**config.mk**
```make
export PLATFORM = sky130hd
export DESIGN_NAME = integer_partition_counter_unit
export DESIGN_NICKNAME = d
export VERILOG_FILES = /design/src/sv/ipc_pkg.sv /design/src/sv/ipc_useq.sv /design/src/sv/ipc_datapath.sv /design/src/sv/integer_partition_counter_unit.sv
export SDC_FILE = /design/constraint.sdc
export NUM_CORES = 2
export LEC_CHECK = 0
export BUFFER_PORTS_ARGS = -buffer_cell sky130_fd_sc_hd__buf_4
export CELL_PAD_IN_SITES_DETAIL_PLACEMENT = 0
export CELL_PAD_IN_SITES_GLOBAL_PLACEMENT = 1
export CORE_ASPECT_RATIO = 0.75
export CORE_MARGIN = 2
export CORE_UTILIZATION = 55
export DETAILED_ROUTE_END_ITERATION = 7
export GPL_ROUTABILITY_DRIVEN = 1
export PLACE_DENSITY_LB_ADDON = 0.3
export SYNTH_ARGS = -nofsm -noshare
export SYNTH_HDL_FRONTEND = slang
export SYNTH_SLANG_ARGS = --single-unit
export TNS_END_PERCENT = 5
```
**constraint.sdc**
```tcl
create_clock -name clk_i -period 6 [get_ports clk_i]
set_input_delay 1.2 -clock clk_i [delete_from_list [all_inputs] [get_ports clk_i]]
set_output_delay 1.2 -clock clk_i [all_outputs]
set_load 0.01 [all_outputs]
```
**src/sv/ipc_pkg.sv**
```systemverilog
// Package for the integer partition counter: control word layout, step
// addresses, status codes and the microprogram ROM. No dependencies.
`default_nettype none

package ipc_pkg;

  localparam int unsigned COUNT_W = 21;
  localparam int unsigned VALUE_W = 8;
  localparam int unsigned STATUS_W = 2;
  localparam int unsigned UPC_W = 4;

  typedef logic [UPC_W-1:0] upc_t;
  typedef logic [STATUS_W-1:0] status_t;

  localparam status_t ST_OK    = 2'd0;
  localparam status_t ST_ZERO  = 2'd1;
  localparam status_t ST_RANGE = 2'd2;

  // Step addresses of the microprogram.
  localparam upc_t UA_IDLE  = 4'd0;
  localparam upc_t UA_CHECK = 4'd1;
  localparam upc_t UA_INIT  = 4'd2;
  localparam upc_t UA_KSET  = 4'd3;
  localparam upc_t UA_READ  = 4'd4;
  localparam upc_t UA_ACC   = 4'd5;
  localparam upc_t UA_KNEXT = 4'd6;
  localparam upc_t UA_RDN   = 4'd7;
  localparam upc_t UA_EMIT  = 4'd8;

  typedef enum logic [2:0] {
    COND_NONE,
    COND_ALWAYS,
    COND_NOT_START,
    COND_BAD,
    COND_J_NE_N,
    COND_K_NE_M
  } cond_e;

  typedef struct packed {
    logic  latch_in;  // capture the input word
    logic  check;     // classify, clamp m, j = 0, k = 1
    logic  init_wr;   // write the initial row entry at j, then j++
    logic  set_j;     // j = k
    logic  rd_pair;   // read row[j] and row[j-k]
    logic  acc_wr;    // write the saturated sum at j, then j++
    logic  k_inc;     // k++
    logic  rd_n;      // read row[n]
    logic  emit;      // present the result word
    cond_e cond;
    upc_t  target;
  } ctrl_t;

  typedef struct packed {
    logic start;
    logic bad;
    logic j_ne_n;
    logic k_ne_m;
  } flags_t;

  function automatic ctrl_t ucode_rom(input upc_t addr);
    ctrl_t cw;
    cw = '0;
    cw.cond = COND_NONE;
    cw.target = UA_IDLE;
    unique case (addr)
      UA_IDLE: begin
        cw.latch_in = 1'b1;
        cw.cond = COND_NOT_START;
        cw.target = UA_IDLE;
      end
      UA_CHECK: begin
        cw.check = 1'b1;
        cw.cond = COND_BAD;
        cw.target = UA_EMIT;
      end
      UA_INIT: begin
        cw.init_wr = 1'b1;
        cw.cond = COND_J_NE_N;
        cw.target = UA_INIT;
      end
      UA_KSET: begin
        cw.set_j = 1'b1;
      end
      UA_READ: begin
        cw.rd_pair = 1'b1;
      end
      UA_ACC: begin
        cw.acc_wr = 1'b1;
        cw.cond = COND_J_NE_N;
        cw.target = UA_READ;
      end
      UA_KNEXT: begin
        cw.k_inc = 1'b1;
        cw.cond = COND_K_NE_M;
        cw.target = UA_KSET;
      end
      UA_RDN: begin
        cw.rd_n = 1'b1;
      end
      UA_EMIT: begin
        cw.emit = 1'b1;
        cw.cond = COND_ALWAYS;
        cw.target = UA_IDLE;
      end
      default: begin
        cw.cond = COND_ALWAYS;
        cw.target = UA_IDLE;
      end
    endcase
    return cw;
  endfunction

endpackage

`default_nettype wire

```
**src/sv/ipc_useq.sv**
```systemverilog
// Microcode sequencer: step counter, control ROM lookup and conditional jumps.
// Depends on ipc_pkg.
`default_nettype none

module ipc_useq (
  input  wire logic           clk_i,
  input  wire logic           rst_ni,
  input  wire ipc_pkg::flags_t flags_i,
  output ipc_pkg::ctrl_t      ctrl_o,
  output logic                busy_o
);
  import ipc_pkg::*;

  upc_t  upc_q, upc_d;
  ctrl_t cw;
  logic  take;

  assign cw = ucode_rom(upc_q);
  assign ctrl_o = cw;
  assign busy_o = (upc_q != UA_IDLE);

  always_comb begin
    unique case (cw.cond)
      COND_NONE:      take = 1'b0;
      COND_ALWAYS:    take = 1'b1;
      COND_NOT_START: take = !flags_i.start;
      COND_BAD:       take = flags_i.bad;
      COND_J_NE_N:    take = flags_i.j_ne_n;
      COND_K_NE_M:    take = flags_i.k_ne_m;
      default:        take = 1'b1;
    endcase
  end

  always_comb begin
    upc_d = take ? cw.target : upc_q + upc_t'(1);
  end

  always_ff @(posedge clk_i or negedge rst_ni) begin
    if (!rst_ni) begin
      upc_q <= UA_IDLE;
    end else begin
      upc_q <= upc_d;
    end
  end

endmodule

`default_nettype wire

```
**src/sv/ipc_datapath.sv**
```systemverilog
// Datapath: operand registers, row and part indexes, scratch row memory and
// saturating adder. Driven by control words from ipc_useq; depends on ipc_pkg.
`default_nettype none

module ipc_datapath #(
  parameter int unsigned MAX_N = 64
) (
  input  wire logic                            clk_i,
  input  wire logic                            rst_ni,
  input  wire ipc_pkg::ctrl_t                  ctrl_i,
  input  wire logic                            start_i,
  input  wire logic [ipc_pkg::VALUE_W-1:0]     n_value_i,
  input  wire logic [ipc_pkg::VALUE_W-1:0]     m_limit_i,
  output ipc_pkg::flags_t                      flags_o,
  output logic [ipc_pkg::COUNT_W-1:0]          count_o,
  output ipc_pkg::status_t                     status_o
);
  import ipc_pkg::*;

  localparam int unsigned DEPTH = MAX_N + 1;
  localparam int unsigned AW = $clog2(DEPTH);

  logic [VALUE_W-1:0] n_q, m_q;
  logic [AW-1:0]      j_q, j_d, k_q, k_d, mc_q, mc_d;
  status_t            status_q, status_d;
  logic               n_zero, n_over, bad;

  logic [COUNT_W-1:0] row_mem [DEPTH];
  logic [COUNT_W-1:0] rd_a_q, rd_b_q;
  logic [AW-1:0]      addr_a, addr_b;
  logic               we;
  logic [COUNT_W-1:0] wdata;
  logic [COUNT_W:0]   sum;

  assign n_zero = (n_q == '0) || (m_q == '0);
  assign n_over = (n_q > VALUE_W'(MAX_N));
  assign bad = n_zero || n_over;

  assign flags_o.start  = start_i;
  assign flags_o.bad    = bad;
  assign flags_o.j_ne_n = (j_q != n_q[AW-1:0]);
  assign flags_o.k_ne_m = (k_q != mc_q);

  always_comb begin
    j_d = j_q;
    k_d = k_q;
    mc_d = mc_q;
    status_d = status_q;
    if (ctrl_i.check) begin
      j_d = '0;
      k_d = AW'(1);
      mc_d = (m_q > n_q) ? n_q[AW-1:0] : m_q[AW-1:0];
      if (n_zero) begin
        status_d = ST_ZERO;
      end else if (n_over) begin
        status_d = ST_RANGE;
      end else begin
        status_d = ST_OK;
      end
    end
    if (ctrl_i.set_j) begin
      j_d = k_q;
    end
    if (ctrl_i.init_wr || ctrl_i.acc_wr) begin
      j_d = j_q + AW'(1);
    end
    if (ctrl_i.k_inc) begin
      k_d = k_q + AW'(1);
    end
  end

  always_ff @(posedge clk_i or negedge rst_ni) begin
    if (!rst_ni) begin
      status_q <= ST_OK;
    end else begin
      status_q <= status_d;
    end
  end

  always_ff @(posedge clk_i) begin
    if (ctrl_i.latch_in && start_i) begin
      n_q <= n_value_i;
      m_q <= m_limit_i;
    end
    j_q <= j_d;
    k_q <= k_d;
    mc_q <= mc_d;
  end

  // The sum saturates at the top of the count range.
  assign sum = {1'b0, rd_a_q} + {1'b0, rd_b_q};
  assign we = ctrl_i.init_wr || ctrl_i.acc_wr;

  always_comb begin
    if (ctrl_i.init_wr) begin
      wdata = (j_q == '0) ? COUNT_W'(1) : '0;
    end else if (sum[COUNT_W]) begin
      wdata = '1;
    end else begin
      wdata = sum[COUNT_W-1:0];
    end
  end

  assign addr_a = ctrl_i.rd_n ? n_q[AW-1:0] : j_q;
  assign addr_b = j_q - k_q;

  always_ff @(posedge clk_i) begin
    if (we) begin
      row_mem[j_q] <= wdata;
    end
    if (ctrl_i.rd_pair || ctrl_i.rd_n) begin
      rd_a_q <= row_mem[addr_a];
      rd_b_q <= row_mem[addr_b];
    end
  end

  assign count_o = (status_q == ST_OK) ? rd_a_q : '0;
  assign status_o = status_q;

endmodule

`default_nettype wire

```
**src/sv/integer_partition_counter_unit.sv**
```systemverilog
// Top level of the integer partition counter: joins the microcode sequencer
// and the datapath. Depends on ipc_pkg, ipc_useq and ipc_datapath.
//
//   Channel  | Handshake            | Word
//   ---------+----------------------+-------------------------------------
//   command  | start in, busy out   | n_value_i[7:0], m_limit_i[7:0]
//   result   | done_o strobe        | count_o[20:0], status_o[1:0]
//
// A word is taken at a rising edge with start high and busy low. A valid
// item runs the check step, a write of each row entry up to n, and then,
// for each part size k up to m' (the part limit clamped to n), a step that
// sets j = k and a read of two entries followed by a write for each entry
// from k to n, two microprogram steps per entry; last come a read of row[n]
// and the result step. A flagged item goes from check straight to result.
// Reset clears the step counter, so the block is idle straight after reset.
// The result is shown for one cycle with done_o and cannot be held off.
`default_nettype none

module integer_partition_counter_unit #(
  parameter int unsigned MAX_N = 64
) (
  input  wire logic                          clk_i,
  input  wire logic                          rst_ni,
  input  wire logic                          start,
  output logic                               busy,
  input  wire logic [ipc_pkg::VALUE_W-1:0]   n_value_i,
  input  wire logic [ipc_pkg::VALUE_W-1:0]   m_limit_i,
  output logic                               done_o,
  output logic [ipc_pkg::COUNT_W-1:0]        count_o,
  output logic [ipc_pkg::STATUS_W-1:0]       status_o
);
  import ipc_pkg::*;

  ctrl_t   ctrl;
  flags_t  flags;
  status_t status;

  // The sequencer steps through the control ROM; each control word drives
  // the datapath, and the datapath reports the loop conditions.
  ipc_useq u_useq (
    .clk_i   (clk_i),
    .rst_ni  (rst_ni),
    .flags_i (flags),
    .ctrl_o  (ctrl),
    .busy_o  (busy)
  );

  ipc_datapath #(
    .MAX_N (MAX_N)
  ) u_datapath (
    .clk_i     (clk_i),
    .rst_ni    (rst_ni),
    .ctrl_i    (ctrl),
    .start_i   (start),
    .n_value_i (n_value_i),
    .m_limit_i (m_limit_i),
    .flags_o   (flags),
    .count_o   (count_o),
    .status_o  (status)
  );

  // The result word is valid in the final step of the microprogram.
  assign done_o = ctrl.emit;
  assign status_o = status;

`ifndef ASSERT_OFF
  a_done_while_busy : assert property (@(posedge clk_i) disable iff (!rst_ni)
    done_o |-> busy) else $error("result strobe outside an item");

  a_accept_busy : assert property (@(posedge clk_i) disable iff (!rst_ni)
    (start && !busy) |=> busy) else $error("accepted word did not start work");

  a_done_ends : assert property (@(posedge clk_i) disable iff (!rst_ni)
    done_o |=> (!done_o && !busy)) else $error("result strobe not single");

  a_status_code : assert property (@(posedge clk_i) disable iff (!rst_ni)
    done_o |-> (status_o == ST_OK || status_o == ST_ZERO || status_o == ST_RANGE))
    else $error("undefined status code");
`endif

endmodule

`default_nettype wire

```
; Word-level counts from Yosys, hierarchy flattened
; Memory sizes are Yosys's and may differ from the RTL's. A register that Yosys moved wholly into a read port is not among the register bits.
; Cells that the tools add are included.
[word_totals]
regBits = 43
ram_bits = 1365
in_bits = 19
out_inout_bits = 25
word_cells = 72
mem_count = 1
[memory_table]
columns = name, depth, width, rd, rd_clocked_by_memory_dff, wr, line_no
row1 = u_datapath.row_mem, 65, 21, 2, 2, 1, ipc_datapath.sv:28  ; logic [COUNT_W-1:0] row_mem [DEPTH];
[classes]
n_addsub = 5
order_cmp = 2
eq_ne = 14
muxes = 27
n_reduce_logical = 16
[ops]
columns = op, count
row1 = 21-bit 2-to-1 mux, 3
row2 = 7-bit 2-to-1 mux, 7
row3 = 7-bit one-hot mux with 6 select lines, 1
row4 = 21-bit by 21-bit adder with 22-bit output, 1
row5 = "4-bit by 3-bit equality test with 1-bit output, second input constant", 4
row6 = 8-bit zero test, 2
row7 = "7-bit by 1-bit adder with 7-bit output, second input constant", 2
row8 = 7-bit != test, 2
row9 = 1-bit 2-to-1 mux, 12
row10 = "4-bit by 2-bit equality test with 1-bit output, second input constant", 2
row11 = "8-bit by 7-bit greater-than comparator with 1-bit output, second input constant", 1
row12 = 8-bit greater-than comparator, 1
row13 = 7-bit zero test, 1
row14 = 7-bit subtractor, 1
row15 = "3-bit by 2-bit equality test with 1-bit output, second input constant", 2
row16 = "3-bit equality test, second input constant", 2
row17 = 1-bit one-hot mux with 5 select lines, 1
row18 = "4-bit by 1-bit adder with 4-bit output, second input constant", 1
row19 = "4-bit by 1-bit equality test with 1-bit output, second input constant", 1
row20 = "4-bit equality test, second input constant", 1
row21 = 4-bit zero test, 1
row22 = 1-bit logical OR, 4
row23 = 2-bit 2-to-1 mux, 2
row24 = 4-bit 2-to-1 mux, 1
row25 = 8 further kinds, 8

; Longest topological paths before layout
[depth]
depth_word = 6
ltp_mapped = 14
depth_no_buf = 12

; Cells and area by module
; From an unflattened synthesis, not the netlist that was laid out.
[unflattened]
cells_unflattened = 4425
area_unflattened_um2 = 68645.8
[by_module_without_submodules]
columns = module, n_inst, cells_each, area_per_inst_um2, seq_area_each_um2
row1 = ipc_datapath, 1, 4368, 68077.8, 43411.6
row2 = ipc_useq, 1, 57, 568.0, 100.1

; Worst setup path after synthesis
; OpenSTA, ideal clock, no wires.
[synth_path]
path_kind = reg-to-reg
from = register u_datapath.rd_b_q[0], read port of u_datapath.row_mem
to = memory u_datapath.row_mem[0][20] (data pin)
setup_time_ns = 0.688
arrival_ns = 4.781
t_required_ns = 5.312
setup_slack_ns = 0.531
stages_incl_launch_ff = 12
path_buffers = 0
period_less_slack_ns = 5.469
cell_sequence = edfxtp_1 > ha_1 > inv_1 > fa_1 > nor2b_1 > o31a_1 > o21ai_0 > o21ai_0 > a221o_1 > a21oi_1 > a2111oi_0 > nor3_1
[synth_via]
elab_chain_cells = 3
[synth_rtl]
columns = item, line_no
row1 = from (decl), ipc_datapath.sv:29  ; logic [COUNT_W-1:0] rd_a_q, rd_b_q;
row2 = 21-bit by 21-bit adder with 22-bit output, ipc_datapath.sv:91  ; assign sum = {1'b0, rd_a_q} + {1'b0, rd_b_q};
row3 = 21-bit 2-to-1 mux, ipc_datapath.sv:97  ; end else if (sum[COUNT_W]) begin
row4 = 21-bit 2-to-1 mux, ipc_datapath.sv:95  ; if (ctrl_i.init_wr) begin
row5 = via u_datapath.wdata[20], ipc_datapath.sv:32  ; logic [COUNT_W-1:0] wdata;
row6 = to (decl), ipc_datapath.sv:28
; The timed path passes the listed nets, and every way through them passes these cells.

; Final worst setup path
[layout_path]
from = register u_useq.upc_q[0]
to = register u_datapath.rd_a_q[15], read port of u_datapath.row_mem (data pin)
[layout_via]
elab_chain_cells = 3
elab_cells_between_ends = 6
cone_classes = eq/ne (2) / mux (3) / reduce/logical (1)
[layout_rtl]
columns = item, line_no
row1 = from (decl), ipc_useq.sv:14  ; upc_t upc_q, upc_d;
row2 = from (signal assigned), ipc_useq.sv:42  ; upc_q <= upc_d;
row3 = 4-bit by 3-bit equality test with 1-bit output, ipc_pkg.sv:65  ; unique case (addr)
row4 = 1-bit 2-to-1 mux, ipc_pkg.sv:65
row5 = 7-bit 2-to-1 mux or 1-bit logical OR (tied branches), "ipc_datapath.sv:104, ipc_datapath.sv:111"
row6 = to (decl), ipc_datapath.sv:29
; Parallel ways exist; a longest one is shown, timed or not.
; A chain may end at the register's enable or synchronous reset.

==> flow_summary.toml <==
[outcome]
status = "finished, violations left"
violations = "capacitance limit, slew limit"

[setup_path]
rr_worst_depth = 10
crit_chain = "ha_1 -> nand3b_4 -> mux2i_4 -> buf_4 -> nand3_1 -> buf_4 -> o221ai_1 -> nor4_2 -> nor4_1 -> or3_1"
cp_data_arrival_time_ns = 6.02
cp.depth = 10
cpMostUsedCell = "buf_4"
path_buf_inv = 2
critPathSlowestCell = "nor4_1"
cpLargestDelayFamily = "simple AND/OR/NAND/NOR gates"
critPathKind = "flip-flop to flip-flop"
critPathMaxFanout = 46
cp_slowest_stage_delay_ns = 1.11
critPathCaptureType = "flip-flop"
critPathRequiredTime_ns = 6.59
start_kind = "flip-flop"

[drt]
vias = 45230
drc = 0
drt_iter0_drc = 8358
dr.pass1.iters = 8
vias_per_cell = 7.254
ant_nets = 0
wl_per_cell_um = 36.34
routed_wl_mm = 226.6

[layout]
area_growth_pct = 11.54
fill_cells = 8835
num-nets-final = 4524
drive_above_1_share = 0.2514

[floorplan]
dieWidth_um = 412.5
dieHeight_um = 310.4
start_util = 0.5539
pin_count = 44
coreArea_um2 = 124300
die_area_um2 = 128000
rows = 112

[power]
switching_share = 0.4262
clockPowerShare = 0.182
power_density_nw_per_um2 = 637.2
p_switching_mw = 20.85
p_leak_nw = 25.04
p_comb_frac = 0.539
pwr-share-seq = 0.279
p_total_mw = 48.93
max-vdd-ir-drop_uv = 1019
cell_internal_pwr_mw = 28.08

[sta]
clock.fmax_mhz = 184.0
rsz0062_at_grt = "false"
finalHoldViolations = 0
min_period_ns = 5.434
fin_crit_sh = 0.9057
slew_viol_final = 4
slew_headroom = -0.03482
setup_violations = 0
final.setup_skew_ns = 0.02839
setup-tns-final_ns = 0
worst_slew_pin_slew_ns = 1.538

[synth]
synthArstFlopShare = 0.004138
ys_ff_latch = 1450
synthesis.instances = 4407
yosysWarningCount = 0
synth_top_area_frac = 0.6299
yosysSeqAreaShare = 0.6320
synth.largest_area_cell = "edfxtp_1"
synth_nets = 4470
yosysUniqueCellTypes = 67
synth-edff-count = 1444
syn_area_um2 = 68840
synth_area_leaders = "edfxtp_1 63%, mux4_2 18%, nand2_1 4.3%"
postSynthAreaPerCell_um2 = 15.62
synth_top_flop_cell = "edfxtp_1"

[clock_network]
clk-insertion-delay-late_ns = 0.79
cts.reportedPaths.clkPinSlew_ns = 0.06
clock_sinks = 1450
numCtsBuffers = 144
postCtsSetupRepairBufs = 0
cts_resized = 0
ctsHoldBuffers = 0
root_buffer = "clkbuf_16"
htree_levels = 4
cts_tree = "built"
cts_max_path_buffers = 3

[placed_design]
gp_congestion = 1.000
hpwl_mm = 134.2
io_buffers = 43

[global_route]
grt_pass1_vias = 42040
grt_usage = 0.3559
grt_pass1_wl_mm = 316.1
overflow = 0
antenna_found_initial = 11
grt_max_degree = 136

[worst_hold_path]
hold_class = "input port to asynchronous set/reset pin"

[job]
drv_cap = 3
state kept, by name, summed over array words and instances (netlist names):
signal	count
u_datapath.row_mem	1365
u_datapath.status_o	2
u_datapath.rd_b_q	21
u_datapath.k_q	7
u_datapath.rd_a_q	21
u_datapath.mc_q	7
u_datapath.n_q	8
u_useq.upc_q	4
u_datapath.j_q	7
u_datapath.m_q	8
stage by stage:
stage,util,hold WS [ns],worst slack (ns),instances,cell area [µm²]
final,0.6178,0.2212,0.5657,6235,76790
after global routing,0.6176,0.2125,0.4409,6227,76770
after floorplan,-,0.5492,0.5314,4407,68840
after global placement,0.5797,0.5895,0.3518,5961,72060
after CTS,0.6173,0.1855,0.6118,6226,76730
after detailed placement,0.5807,0.5836,0.6122,5967,72180
synthesized netlist by cell type (8+ instances only):
cell type / n
a211oi_1: 43
a21o_1: 10
a21oi_1: 69
a22oi_1: 43
a311oi_1: 63
a31oi_1: 60
and2_1: 21
and3_1: 105
buf_1: 37
buf_2: 107
buf_4: 20
clkbuf_1: 164
edfxtp_1: 1444
ha_1: 42
inv_1: 26
mux2_2: 31
mux2i_1: 65
mux4_2: 547
nand2_1: 788
nand3_1: 231
nand4_1: 43
nor2_1: 113
nor2b_1: 28
nor4_1: 45
o21ai_0: 48
o221ai_1: 21
o22ai_1: 42
or3_1: 22
or4_1: 8
xnor2_1: 26
xor2_1: 20
kinds of logic after synthesis:
family | Yosys count | share of synthesized area
flops | 1450 | 0.6320
simple gates | 1435 | 0.09436
mux | 647 | 0.1944
compound gates | 428 | 0.04229
buf+inv | 357 | 0.02283
xor+xnor | 46 | 0.005852
fa+ha+maj | 44 | 0.008215
per-layer routing:
metal,global-route usage,routed length [µm]
met1,0.5183,84920
met2,0.4743,92750
met3,0.1467,39500
met4,0.1439,9193
met5,0.008246,227
worst paths after layout:
check	slack, ns	to	from
setup / recovery	0.57	u_datapath.rd_a_q[15]	u_useq.upc_q[0]
max in group asynchronous	5.64	u_useq.upc_q[0]	rst_ni
min in group clk_i	0.59	u_datapath.rd_a_q[19]	u_datapath.row_mem[64][19]
hold / removal	0.22	u_datapath.status_o[0]	rst_ni
setup reg to reg	0.57	u_datapath.rd_a_q[15]	u_useq.upc_q[0]
hold reg to reg	0.59	u_datapath.rd_a_q[19]	u_datapath.row_mem[64][19]
cell type report:
| type | count | area, µm² | share of cell area |
|---|---|---|---|
| sequential | 1450 | 43510 | 0.5666 |
| multi-input combinational | 2600 | 24450 | 0.3184 |
| clock buffer | 189 | 3910 | 0.05092 |
| timing repair buffer | 239 | 2095 | 0.02728 |
| tap | 1653 | 2068 | 0.02693 |
| clock inverter | 70 | 640.6 | 0.008342 |
| inverter | 26 | 97.59 | 0.001271 |
| antenna | 8 | 20.02 | 0.0002607 |
cells in the final DEF (no fill, tap or decap), types with 43 or more instances in the layout:
cell type	instances
a311oi_1	63
a31oi_1	60
nand3_1	230
nor2_2	62
o21ai_0	47
a211oi_1	43
nand4_1	43
mux2i_1	64
nor2_1	47
mux4_2	547
nand2_1	788
a21oi_1	50
and3_1	105
edfxtp_1	1444
clkbuf_16	150
buf_4	215
power groups by stage:
| stage | Clock (mW) | Sequential, mW | Combinational (mW) |
|---|---|---|---|
| finish | 8.93 | 13.7 | 26.4 |
| global placement | 0 | 13.8 | 25.2 |
| CTS | 8.98 | 13.6 | 25.5 |
| global route | 9.36 | 13.7 | 27.1 |
| floorplan | 0 | 13.8 | 15.5 |
| detailed placement | 0 | 13.8 | 25.4 |
(Power assumes the default switching activity.)
